$ cat src/rtl/pmst_pkg.sv
`timescale 1ns / 1ps
// ---------------------------------------------------------------------------
// pmst_pkg: shared types and constants
// Sizes, payload words and the cell state of the spanning tree core.
// ---------------------------------------------------------------------------
package pmst_pkg;

   localparam int MAX_VERTICES = 32;
   localparam int VID_BITS     = 5;
   localparam int WEIGHT_BITS  = 16;
   localparam int COUNT_BITS   = 6;
   localparam int ADDR_BITS    = 2 * VID_BITS;

   localparam logic [1:0] ST_EDGE     = 2'd0;
   localparam logic [1:0] ST_DISCONN  = 2'd1;
   localparam logic [1:0] ST_EMPTY    = 2'd2;

   localparam logic ACT_LOAD = 1'b0;
   localparam logic ACT_RUN  = 1'b1;

   localparam logic [2:0] CSR_VERTEX_COUNT = 3'd0;

   typedef struct packed {
      logic                   action;
      logic [VID_BITS-1:0]    row_vertex;
      logic [VID_BITS-1:0]    col_vertex;
      logic [WEIGHT_BITS-1:0] edge_weight_in;
      logic [VID_BITS-1:0]    start_vertex;
   } req_type;

   typedef struct packed {
      logic [VID_BITS-1:0]    tree_source;
      logic [VID_BITS-1:0]    tree_target;
      logic [WEIGHT_BITS-1:0] tree_weight;
      logic [1:0]             status;
      logic                   last;
   } rsp_type;

   // one vertex as it travels around the ring
   typedef struct packed {
      logic [VID_BITS-1:0]    vid;
      logic                   active;
      logic                   in_tree;
      logic [WEIGHT_BITS-1:0] best_weight;
      logic [VID_BITS-1:0]    best_source;
      logic [VID_BITS-1:0]    best_rank;
   } cell_type;

   // broadcast to the head cell: vertex being joined and its matrix row entry
   typedef struct packed {
      logic [VID_BITS-1:0]    join_vid;
      logic [VID_BITS-1:0]    join_rank;
      logic [WEIGHT_BITS-1:0] row_weight;
   } relax_bus_type;

endpackage

$ cat src/rtl/pmst_cell.sv
`timescale 1ns / 1ps
// ---------------------------------------------------------------------------
// pmst_cell: one vertex slot of the ring
// Holds a vertex record; at the head it marks and relaxes the record.
// ---------------------------------------------------------------------------
module pmst_cell
   import pmst_pkg::*;
(
   input  logic                  clock,
   input  logic                  reset,
   input  logic                  clear,
   input  logic                  shift,
   input  logic                  is_head,
   input  logic [VID_BITS-1:0]   init_vid,
   input  logic [COUNT_BITS-1:0] vertex_limit,
   input  relax_bus_type         bus,
   input  cell_type              nbr_in,
   output cell_type              cell_out
);

   cell_type state_ff, state_in, proc;

   always_comb begin
      proc = state_ff;
      if (state_ff.vid == bus.join_vid) begin
         proc.in_tree = 1'b1;
      end else if (state_ff.active && !state_ff.in_tree && bus.row_weight != '0 &&
                   (state_ff.best_weight == '0 || bus.row_weight < state_ff.best_weight)) begin
         proc.best_weight = bus.row_weight;
         proc.best_source = bus.join_vid;
         proc.best_rank   = bus.join_rank;
      end
   end

   always_comb begin
      state_in = state_ff;
      if (reset || clear) begin
         state_in             = '0;
         state_in.vid         = init_vid;
         state_in.active      = ({1'b0, init_vid} < vertex_limit);
      end else if (shift) begin
         state_in = nbr_in;
      end
   end

   always_ff @(posedge clock) begin
      state_ff <= state_in;
   end

   assign cell_out = is_head ? proc : state_ff;

endmodule

$ cat config.mk
export PLATFORM = sky130hd
export DESIGN_NAME = pmst_cell
export DESIGN_NICKNAME = d
export VERILOG_FILES = /design/src/rtl/pmst_pkg.sv /design/src/rtl/pmst_cell.sv
export SDC_FILE = /design/constraint.sdc
export NUM_CORES = 1
export LEC_CHECK = 0
export ABC_AREA = 1
export ABC_CLOCK_PERIOD_IN_PS = 5500
export BUFFER_PORTS_ARGS = -buffer_cell sky130_fd_sc_hd__buf_2
export CORE_MARGIN = 4
export CORE_UTILIZATION = 51
export CTS_CLUSTER_SIZE = 28
export DETAILED_ROUTE_END_ITERATION = 7
export PLACE_DENSITY = 0.87
export RECOVER_POWER = 25
export SETUP_SLACK_MARGIN = 0.1
export SYNTH_ARGS = -nofsm -noshare
export SYNTH_HDL_FRONTEND = slang
export SYNTH_SLANG_ARGS = --single-unit
$ cat constraint.sdc
create_clock -name clock -period 5.5 [get_ports clock]
set_input_delay 1.1 -clock clock [delete_from_list [all_inputs] [get_ports clock]]
set_output_delay 1.1 -clock clock [all_outputs]
set_load 0.01 [all_outputs]
; ---- After elaboration in Yosys (flattened, before gate mapping)
; Index checks and enable logic that the tools add are counted.
[word_totals]
reg_bits = 33
in_bits = 75
wordCells = 24
[op_classes]
order_cmp = 2
eq_ne = 1
muxes = 6
reduce_logical = 9
[ops]
columns = operator, count
row1 = $mux 33, 2
row2 = $mux 26, 2
row3 = $mux 27, 1
row4 = $logic_not 16->1, 1
row5 = $lt 16x16->1, 1
row6 = $reduce_bool 16->1, 1
row7 = $lt 5x6->1, 1
row8 = $eq 5x5->1, 1
row9 = $logic_and 1x1->1, 3
row10 = $logic_or 1x1->1, 2
row11 = $reduce_bool 2->1, 1
row12 = $logic_not 1->1, 1
row13 = $mux 1, 1

; ---- Longest topological paths before layout
; Gate-level depths: netlist of run 1.
[logic_depth]
ltp_word = 7
ltp_mapped = 15
depth_no_buf = 14

; ---- Worst setup path after synthesis of run 1
; No wires, ideal clock.
[synth_timing]
path_kind = input -> output
start = in bus[5] (netlist bit)
end = out cell_out[10] (netlist bit)
arrival_ps = 2300
setup_slack_ps = 2100
path_stages = 12
cell_sequence = ha_1 > a21oi_1 > nor2_1 > nor3_1 > nand2_1 > nand2_1 > nand2_1 > nand2_4 > nand2_4 > buf_6 > nand2_1 > nand2_1
[synth_rtl]
columns = element, line_no
row1 = from (decl), pmst_cell.sv:16  ; input relax_bus_type bus,
row2 = to (decl), pmst_cell.sv:18  ; output cell_type cell_out

; ---- Final worst setup path of run 1
[layout_timing]
start = in reset
end = reg state_ff[8] (netlist bit)
[layout_via]
elab_chain_len = 1
[layout_rtl]
columns = element, line_no
row1 = from (decl), pmst_cell.sv:10  ; input logic reset,
row2 = $logic_or 1x1->1, pmst_cell.sv:37  ; if (reset || clear) begin
row3 = to (signal assigned), pmst_cell.sv:47  ; state_ff <= state_in;
row4 = to (decl), pmst_cell.sv:21  ; cell_type state_ff, state_in, proc;
; No other way between the ends.
; A chain may end at the register's enable or synchronous reset.

==> reports/results.txt, run 1 <==
cell area after synthesis: 0.00230 mm²
DR iter-0 viols: 169
leakage: 1.48 nW
r2r startpoint: state_ff[12]$_SDFFE_PN0P_
Wirelength per Cell: 13.4 µm
Tot Pwr: 0.672 mW
synth top area cells: dfxtp_1 (23%), nand2_1 (14%), nand3_1 (13%)
failing checks: max-capacitance violations, max-slew violations
pre-CTS setup slack: 1510 ps
min-delay src: state_ff[3]$_SDFFE_PN0P_
prevailing post-synth register cell: dfxtp_1
CTS buffer count: 5
H-tree depth: 2
Final Hold Viols: 0
post-CTS sizing: 0
Root Buffer: clkbuf_8
gpl congestion: 0.923
clk_lat worst skew: 280 ps
Async S/R FF share, synth: 0%
Die ar.: 0.00565 mm²
Critical Path Source: reset
final period utilization: 82.0%
placed insts: 471
placed inst area: 0.00277 mm²
Crit path required time: 5680 ps
CP startpoint kind: input pin
layout cells sized above 1: 26.2%
Crit Path Max Fanout: 34
final worst slack: 992 ps
r2r worst-path depth: 2
Total GRT Usage: 22.2%
Mapped Nets: 428
Synth Area per Inst: 6.89 µm²
fin crit period: 4510 ps
Starting Density: 52.8%
WP data arrival: 4690 ps
worst hold slack: 462 ps
Crit Path Class: input pin to flop
hold buffer count at CTS: 0
Achievable Freq: 222 MHz
sequential share of the synthesized area: 31.3%
Worst Setup EP: state_ff[8]$_SDFFE_PN0P_
largest net degree at the start of global routing: 35
DRT Pass-1 Iters: 4
Post CTS Setup Buffer Count: 0
nature of the critical path endpoint: flop
leading area contributor after synthesis: dfxtp_1
Crit Reg-Reg Endpoint: state_ff[12]$_SDFFE_PN0P_
nets: 520
Netlist cell types: 29
cells after synthesis: 334
flops & latches, synth: 33
maximum VDD drop: 0.135 mV
Filler cells: 393
IO Pins: 108
number of synthesized flops with an enable pin: 6
Layout area overhead: 24.4%
dpl hpwl: 4790 µm
unrepaired setup endpoints after global routing: no
final WL: 6400 µm
Overflow after GRT: 0
Setup Viol. Count Final: 0
diode count: 0
Cell Pwr Density: 235 mW/mm²
CTS tree: built
max-cap violation count: 2
Finished Core Util: 65.7%
hold path depth: 2
outcome: finished, violations left
Reg2Reg Setup Slack: 4810 ps
slew margin rel.: -52.3%
die height: 75.2 µm
core outline area: 0.00435 mm²
fin area: 0.00286 mm²
Clock Sinks: 33
first-pass GRT wire length: 9720 µm
Worst Skew: 0 ps
vias: 2471
PortBufs: 107
Worst-path clk slew: 70 ps
Die W: 75.2 µm
vias in the first global route: 2210
min-delay worst type: flop to flop
Final Non-Filler Cells: 479
clock buffer depth: 2
setup TNS: 0 ps
Worst Max-Slew Pin Slew: 2280 ps
antenna violations before repair: 0
Yosys Warn Count: 0
DR vias/cell: 5.16
Routed Antenna Nets: 0
top cell type's share of synthesized area: 23.5%
FP Rows: 24
final slew viol count: 69
DRC: 0
[critical path, stage by stage]
cell and delay [ps]:
buf_2 90, nor2_1 1650, inv_1 440, or2_0 930, o21ai_0 440
[synth_stat cells (2+ instances only)]
| cell type | instances |
|---|---|
| o2111ai_1 | 2 |
| xor2_1 | 3 |
| nand2_4 | 2 |
| a21oi_1 | 8 |
| clkbuf_1 | 7 |
| inv_1 | 40 |
| edfxtp_1 | 6 |
| o21ai_1 | 5 |
| buf_4 | 8 |
| dfxtp_1 | 27 |
| buf_6 | 2 |
| nor2_1 | 11 |
| nor2_4 | 2 |
| nand3_1 | 61 |
| nor4_1 | 4 |
| ha_1 | 19 |
| buf_2 | 5 |
| o21ai_0 | 25 |
| nand4_1 | 3 |
| nor3_1 | 2 |
| nand2_1 | 84 |
[sequential cells by signal, summed over array words and instances (netlist names)]
signal / flops
proc: 6
state_ff: 27
[cell type report]
cell class / count / area [µm²] / share of cell area (%)
timing repair buffer: 107 / 528 / 18.4
multi-input combinational: 237 / 1280 / 44.8
clock buffer: 5 / 68.8 / 2.40
clock inverter: 3 / 41.3 / 1.44
inverter: 42 / 158 / 5.51
sequential: 33 / 721 / 25.2
tap: 52 / 65.1 / 2.27
[how the worst min path moves through the flow]
stage                                     endpoint  slack [ps]
after floorplan           state_ff[3]$_SDFFE_PN0P_         430
after detailed placement  state_ff[3]$_SDFFE_PN0P_         450
after CTS                 state_ff[3]$_SDFFE_PN0P_         460
after global placement    state_ff[7]$_SDFFE_PN0P_         450
after global routing      state_ff[3]$_SDFFE_PN0P_         480
final                     state_ff[3]$_SDFFE_PN0P_         460
[cell families after synthesis]
logic type,Yosys count,synth area share (%)
compound gates,41,9.35
flops,33,31.3
simple gates,173,34.8
xor+xnor,4,1.52
fa+ha+maj,19,10.3
buf+inv,64,12.7
[metal layers]
metal | share of wire (%) | GRT usage, %
met4 | 1.2 | 7.38
met1 | 44 | 28.4
met5 | 0 | 0
met3 | 9.2 | 5.61
met2 | 45 | 36.4
[where the power goes]
part	internal, mW	leakage [nW]	switching, mW
registers	0.259	0.283	0.00877
logic	0.0687	1.15	0.108
clock network	0.133	0.0518	0.0947
total	0.461	1.48	0.212
[placed cells by master, fill, tap and decap left out, types with 2 or more instances in the layout]
| cell | n |
|---|---|
| nand3_1 | 61 |
| a21oi_1 | 8 |
| edfxtp_1 | 6 |
| o2111ai_1 | 2 |
| clkbuf_8 | 5 |
| nor4_1 | 4 |
| xor2_1 | 3 |
| nor2_1 | 12 |
| buf_2 | 101 |
| o21ai_0 | 29 |
| nand2_4 | 2 |
| or2_0 | 2 |
| nor3_1 | 2 |
| clkbuf_1 | 6 |
| dfxtp_1 | 27 |
| nand4_1 | 3 |
| nand2_1 | 84 |
| ha_1 | 19 |
| clkinv_1 | 2 |
| inv_1 | 41 |
Power figures use the tool's default switching activity.
==> run 2, diff against run 1 <==
--- a/config.mk
+++ b/config.mk
@@ -5,14 +5,14 @@
 export SDC_FILE = /design/constraint.sdc
 export NUM_CORES = 1
 export LEC_CHECK = 0
-export ABC_AREA = 1
-export ABC_CLOCK_PERIOD_IN_PS = 5500
+export ABC_AREA = 0
+export ABC_CLOCK_PERIOD_IN_PS = 4550
 export BUFFER_PORTS_ARGS = -buffer_cell sky130_fd_sc_hd__buf_2
 export CORE_MARGIN = 4
-export CORE_UTILIZATION = 51
+export CORE_UTILIZATION = 46
 export CTS_CLUSTER_SIZE = 28
 export DETAILED_ROUTE_END_ITERATION = 7
-export PLACE_DENSITY = 0.87
+export PLACE_DENSITY = 0.8
 export RECOVER_POWER = 25
 export SETUP_SLACK_MARGIN = 0.1
 export SYNTH_ARGS = -nofsm -noshare
==> constraint.sdc (replaced) <==
create_clock -name clock -period 4.55 [get_ports clock]
set_input_delay 0.91 -clock clock [delete_from_list [all_inputs] [get_ports clock]]
set_output_delay 0.91 -clock clock [all_outputs]
set_load 0.01 [all_outputs]
==> run 2 against run 1 <==
The run still ends with max-capacitance violations, max-slew violations left. Power is 8.3% higher. Area after synthesis shrank 5.2%. Clock skew did not move. Clock power shrank 9.2%. Setup slack got worse by 330 ps. Cell area is 3.8% lower. First-iteration DRC count decreased by 53%. Non-clock buffer count grew 1. Synthesized cell count down 28%. Largest power group unchanged.
==> reports/results.txt, run 2 <==
Tot Pwr: 0.728 mW (+8.3%)
cell area after synthesis: 0.00218 mm² (-5.2%)
Clock Sinks: 33 (unchanged)
CTS tree: built
clock buffer depth: 2 (unchanged)
Reg2Reg Setup Slack: 3810 ps (-1000 ps)
Overflow after GRT: 0 (unchanged)
Crit Reg-Reg Endpoint: state_ff[22]$_SDFFE_PN0P_
hold buffer count at CTS: 0 (unchanged)
largest family of logic cells by synthesized area: multiplexers
Crit Path Max Fanout: 16 (-53%)
leakage: 1.41 nW (-5.2%)
dpl hpwl: 4550 µm (-5.1%)
vias: 2055 (-17%)
Layout area overhead: 26.2%
min-delay worst type: flop to flop
Worst Max-Slew Pin Slew: 2150 ps (-127 ps)
Synth Area per Inst: 9.05 µm² (+31%)
Filler cells: 398 (+1.3%)
WP data arrival: 2980 ps (-1710 ps)
prevailing post-synth register cell: dfxtp_1
H-tree depth: 2 (unchanged)
clk_lat worst skew: 280 ps (about the same)
Post CTS Setup Buffer Count: 0 (unchanged)
gpl congestion: 0.843 (-8.7%)
layout cells sized above 1: 33.0% (+6.8 points)
FP Rows: 24 (unchanged)
Starting Density: 48.7% (-4.1 points)
CP startpoint kind: input pin
Synth Area in Simple Gates: 15.3% (-20 points)
synth top area cells: dfxtp_1 (25%), mux2i_1 (12%), ha_1 (11%)
fin crit period: 3890 ps
Die W: 76.9 µm (+2.2%)
post-CTS sizing: 0 (unchanged)
Wirelength per Cell: 14.4 µm (+7.7%)
leading area contributor after synthesis: dfxtp_1
DRC: 0 (unchanged)
DR vias/cell: 5.26 (+1.9%)
Die ar.: 0.00591 mm² (+4.5%)
final WL: 5630 µm (-12%)
final slew viol count: 35 (-49%)
Root Buffer: clkbuf_8
CTS buffer count: 5 (unchanged)
Hold EP: state_ff[4]$_SDFFE_PN0P_
post-synthesis mux area share: 17.6% (+18 points)
top cell type's share of synthesized area: 24.8% (+1.3 points)
min-delay src: state_ff[4]$_SDFFE_PN0P_
nature of the critical path endpoint: output port
IO Pins: 108 (unchanged)
Total GRT Usage: 19.1% (-3.1 points)
Achievable Freq: 257 MHz
CP max stage delay: 470 ps (-1180 ps)
Worst-path clk slew: 60 ps (about the same)
Crit Path Class: input pin to output port
unrepaired setup endpoints after global routing: no
setup TNS: 0 ps (unchanged)
count leader, synth: nor2_1
slew margin rel.: -43.3% (+9.0 points)
core outline area: 0.00447 mm² (+2.8%)
Yosys Warn Count: 0 (unchanged)
Setup Viol. Count Final: 0 (unchanged)
cells after synthesis: 241 (-28%)
hold path depth: 2 (unchanged)
PortBufs: 107 (unchanged)
pre-CTS setup slack: 629 ps (-883 ps)
Routed Antenna Nets: 0 (unchanged)
flops & latches, synth: 33 (unchanged)
r2r worst-path depth: 2 (unchanged)
final worst slack: 658 ps (-334 ps)
diode count: 0 (unchanged)
Worst Skew: 0 ps (unchanged)
complex-gate fraction of the synthesized area: 12.9% (+3.6 points)
CP max stage cell: a21oi_4
largest reg by FF count: state_ff
largest net degree at the start of global routing: 35 (unchanged)
Netlist cell types: 37 (+28%)
r2r startpoint: state_ff[22]$_SDFFE_PN0P_
failing checks: max-capacitance violations, max-slew violations
Cell Pwr Density: 265 mW/mm² (+13%)
critical path's most frequent cell: buf_2
die height: 76.9 µm (+2.2%)
Async S/R FF share, synth: 0% (unchanged)
outcome: finished, violations left
DRT Pass-1 Iters: 4 (unchanged)
maximum VDD drop: 0.132 mV (-2.6%)
DR iter-0 viols: 80 (-53%)
max-cap violation count: 1 (-1)
most frequent cells in the layout: buf_2 (100), nor2_1 (33), mux2i_1 (27), dfxtp_1 (27)
Crit path required time: 3640 ps (-2040 ps)
fin area: 0.00275 mm² (-3.8%)
Final Hold Viols: 0 (unchanged)
adder-cell share of the synthesized area: 10.9% (+0.57 points)
antenna violations before repair: 0 (unchanged)
nets: 432 (-17%)
most frequent cells after synthesis: nor2_1 (33), dfxtp_1 (27), mux2i_1 (27), ha_1 (19), inv_1 (19)
number of synthesized flops with an enable pin: 6 (unchanged)
placed inst area: 0.00268 mm² (-3.2%)
CP Cell Sequence: buf_2 > ha_1 > a211oi_2 > o22ai_1 > a31oi_1 > nand3_1 > a21oi_4 > buf_4 > a22o_1 > buf_2
most common cell after layout, fill and taps aside: buf_2
vias in the first global route: 1965 (-11%)
Synth Area in XOR/XNOR: 2.01% (+0.49 points)
sequential share of the synthesized area: 33.0% (+1.7 points)
first-pass GRT wire length: 9140 µm (-5.9%)
Mapped Nets: 335 (-22%)
final period utilization: 85.5%
max reg flops: 27 (unchanged)
run 2: cell count changes in the layout (fill, tap and decap cells not counted), moves of 3 or more:
cell / previous run / this run
a22o_1: 0 / 16
nor4_1: 4 / 8
o21ai_0: 29 / 3
a21o_1: 0 / 3
nor2_1: 12 / 33
nand3_1: 61 / 8
inv_1: 41 / 19
mux2_1: 0 / 9
mux2i_1: 0 / 27
nand2_1: 84 / 15
run 2: cells by family (layout without fill, tap and decap cells):
group	Yosys count	count (layout)
xor gates and xnor gates	5	5
buffers and inverters	37	135
AOI/OAI and AO/OA	36	36
DFF	33	33
adders and majority gates	19	19
muxes	37	37
and+or+nand+nor	74	74
run 2: layout make-up:
class                      count  area, µm²  share of cell area (%)
clock buffer                   6       72.6                    2.64
timing repair buffer         108        534                    19.4
inverter                      19       71.3                    2.59
clock inverter                 2       10.0                   0.364
tap                           52       65.1                    2.36
sequential                    33        721                    26.2
multi-input combinational    171       1280                    46.5
run 2: routing by layer:
metal  wire, µm  GRT usage, %  vias up
met3        363          4.33       10
met1       2500          24.2      929
met4        109          8.15        0
met5          0             0        -
met2       2660          31.0       75
li1           -             -     1041
run 2: how the worst max path moves through the flow:
stage | startpoint | endpoint | slack (ps) | cells after the start
final | bus[13] | cell_out[13] | 660 | 10
after global routing | bus[13] | cell_out[13] | 450 | 10
after CTS | bus[13] | cell_out[13] | 620 | 10
after detailed placement | bus[13] | cell_out[13] | 630 | 10
after global placement | bus[13] | cell_out[16] | 730 | 10
after floorplan | bus[13] | cell_out[6] | 1090 | 8
run 2: power breakdown:
part	switching (mW)	internal [mW]	total (mW)
Sequential	0.0108	0.312	0.323
Clock	0.102	0.106	0.207
Combinational	0.102	0.0958	0.198
run 2: stage by stage:
step,hold slack (ps),std cells,utilization [%]
2_1_floorplan,453,241,-
3_3_place_gp,465,383,59.9
3_5_place_dp,480,383,59.9
4_1_cts,495,391,61.7
5_1_grt,521,391,61.5
6_report,495,391,61.5
run 2: worst max-delay path: cells and delay by family:
family	cells	cell delay, ps
AO/OA/AOI/OAI	5	1090
adder cells (fa/ha/maj)	1	320
AND/OR/NAND/NOR	1	150
buffers and inverters	3	520
==> run 3, diff against run 2 <==
--- a/config.mk
+++ b/config.mk
@@ -7,12 +7,12 @@
 export LEC_CHECK = 0
 export ABC_AREA = 0
 export ABC_CLOCK_PERIOD_IN_PS = 4550
-export BUFFER_PORTS_ARGS = -buffer_cell sky130_fd_sc_hd__buf_2
+export BUFFER_PORTS_ARGS = -buffer_cell sky130_fd_sc_hd__buf_4
 export CORE_MARGIN = 4
-export CORE_UTILIZATION = 46
+export CORE_UTILIZATION = 44
 export CTS_CLUSTER_SIZE = 28
 export DETAILED_ROUTE_END_ITERATION = 7
-export PLACE_DENSITY = 0.8
+export PLACE_DENSITY = 0.77
 export RECOVER_POWER = 25
 export SETUP_SLACK_MARGIN = 0.1
 export SYNTH_ARGS = -nofsm -noshare
==> run 3 against run 2 <==
Power increased by 3.9%. Largest cell class unchanged. Register-to-register slack improved by 20 ps. Critical path depth decreased by 1. The flow still finishes with violations (max-capacitance violations, max-slew violations). Count of clock-buffer cells in the layout unchanged.
==> reports/results.txt, run 3 (synthesis gave the netlist of run 2 again) <==
Achievable Freq: 262 MHz (+2.0%)
layout cells sized above 1: 34.7% (+1.7 points)
slew margin rel.: -13.5% (+30 points)
CP Cell Sequence: buf_4 > ha_1 > a211oi_2 > o22ai_1 > a31oi_1 > nand3_1 > a21oi_4 > mux2_2 > buf_4
pre-CTS setup slack: 734 ps (+104 ps)
dpl hpwl: 4600 µm (+1.2%)
leakage: 1.50 nW (+6.6%)
Routed Antenna Nets: 0 (unchanged)
CP delay by family, top: compound AO/OA/AOI/OAI gates
combinational power share: 30.7% (+3.5 points)
hold buffer count at CTS: 0 (unchanged)
Starting Density: 45.9% (-2.9 points)
clock buffer depth: 2 (unchanged)
fin crit period: 3820 ps (-74.9 ps)
unrepaired setup endpoints after global routing: no
largest net degree at the start of global routing: 35 (unchanged)
nature of the critical path endpoint: output port
min-delay src: state_ff[3]$_SDFFE_PN0P_
FP Rows: 25 (+4.2%)
Crit Path Class: input pin to output port
DRT Pass-1 Iters: 4 (unchanged)
Finished Core Util: 64.2% (+2.7 points)
maximum VDD drop: 0.159 mV (+21%)
CP max stage cell: a21oi_4
max reg flops: 27 (unchanged)
most common cell after layout, fill and taps aside: buf_4
post-CTS sizing: 0 (unchanged)
final worst slack: 733 ps (+74.9 ps)
largest reg by FF count: state_ff
Cell Pwr Density: 248 mW/mm² (-6.3%)
vias: 2024 (-1.5%)
diode count: 0 (unchanged)
CTS tree: built
CP startpoint kind: input pin
WP data arrival: 2910 ps (-70 ps)
die height: 78.4 µm (+2.0%)
clk_lat worst skew: 270 ps (about the same)
vias in the first global route: 2053 (+4.5%)
first-pass GRT wire length: 9340 µm (+2.2%)
failing checks: max-capacitance violations, max-slew violations
Crit Reg-Reg Endpoint: state_ff[12]$_SDFFE_PN0P_
internal cell power: 0.547 mW (+6.5%)
placed insts: 399 (+4.2%)
Layout area overhead: 39.9%
Reg2Reg Setup Slack: 3830 ps (+20 ps)
DRC: 0 (unchanged)
CP Buf/Inv Count: 2 (-1)
Seq pwr share: 42.7% (-1.7 points)
CTS buffer count: 5 (unchanged)
Overflow after GRT: 0 (unchanged)
hold path depth: 2 (unchanged)
Die ar.: 0.00615 mm² (+4.1%)
Post CTS Setup Buffer Count: 0 (unchanged)
critical path's most frequent cell: buf_4
DR vias/cell: 4.97 (-5.4%)
Tot Pwr: 0.757 mW (+3.9%)
antenna violations before repair: 0 (unchanged)
Die W: 78.4 µm (+2.0%)
DR iter-0 viols: 52 (-35%)
final period utilization: 83.9% (-1.6 points)
Clock Sinks: 33 (unchanged)
outcome: finished, violations left
PortBufs: 107 (unchanged)
max-cap violation count: 1 (unchanged)
Final Hold Viols: 0 (unchanged)
Worst Max-Slew Pin Slew: 1700 ps (-446 ps)
Crit Path Max Fanout: 12 (-4)
core outline area: 0.00475 mm² (+6.3%)
Clk pwr share: 26.6% (-1.9 points)
H-tree depth: 2 (unchanged)
final WL: 5610 µm (-0.43%)
Crit path required time: 3640 ps (about the same)
Setup Viol. Count Final: 0 (unchanged)
most frequent cells in the layout: buf_4 (108), nor2_1 (33), mux2i_1 (27), dfxtp_1 (27)
final slew viol count: 33 (-5.7%)
CP max stage delay: 430 ps (-40 ps)
Final Non-Filler Cells: 407 (+4.1%)
gpl congestion: 0.863 (+2.4%)
nets: 433 (+0.23%)
Root Buffer: clkbuf_8
Hold EP: state_ff[3]$_SDFFE_PN0P_
r2r startpoint: state_ff[12]$_SDFFE_PN0P_
Wirelength per Cell: 13.8 µm (-4.3%)
Worst Skew: 0 ps (unchanged)
Sw Pwr: 0.210 mW (-2.3%)
switching share of power: 27.7% (-1.7 points)
Worst-path clk slew: 70 ps (about the same)
IO Pins: 108 (unchanged)
setup TNS: 0 ps (unchanged)
min-delay worst type: flop to flop
Total GRT Usage: 18.7% (-0.40 points)
r2r worst-path depth: 2 (unchanged)
-- run 3: layer usage --
layer | routed length (µm) | share of wire (%) | vias up | global-route usage [%]
li1 | - | - | 1046 | -
met1 | 2470 | 44 | 913 | 23.7
met2 | 2790 | 50 | 61 | 32.6
met3 | 293 | 5.2 | 4 | 3.44
met4 | 63 | 1.1 | 0 | 4.90
met5 | 0 | 0 | - | 0
-- run 3: area by class of cell --
type                       count  area (µm²)
tap                           67        83.8
multi-input combinational    171        1280
timing repair buffer         109         815
inverter                      19        71.3
clock buffer                   6        72.6
clock inverter                 2        10.0
sequential                    33         721
fill                         431        1700
-- run 3: worst max-delay path by stage --
stage	from	end	slack, ps	depth (start not counted)
final	bus[13]	cell_out[3]	730	9
after global routing	bus[13]	cell_out[5]	520	9
after CTS	bus[13]	cell_out[3]	730	9
after detailed placement	bus[13]	cell_out[3]	730	9
after global placement	bus[13]	cell_out[3]	780	9
after floorplan	bus[13]	cell_out[6]	1090	8
-- run 3: stage by stage --
stage	area (µm²)	hold WS [ps]
final	3050	492
after global routing	3050	506
after CTS	3060	495
after detailed placement	2970	479
after global placement	2970	466
after floorplan	2180	453
-- run 3: power groups by stage --
stage               Combinational [mW]  Sequential (mW)  Clock, mW
CTS                              0.236            0.323      0.207
global route                     0.257            0.325      0.219
detailed placement               0.235            0.330          0
floorplan                        0.130            0.326          0
finish                           0.233            0.323      0.201
global placement                 0.231            0.329          0
-- run 3: worst min-delay path: stages (launching register included) --
cell     delay [ps]
dfxtp_1         320
mux2i_1          60
nor2_1           70
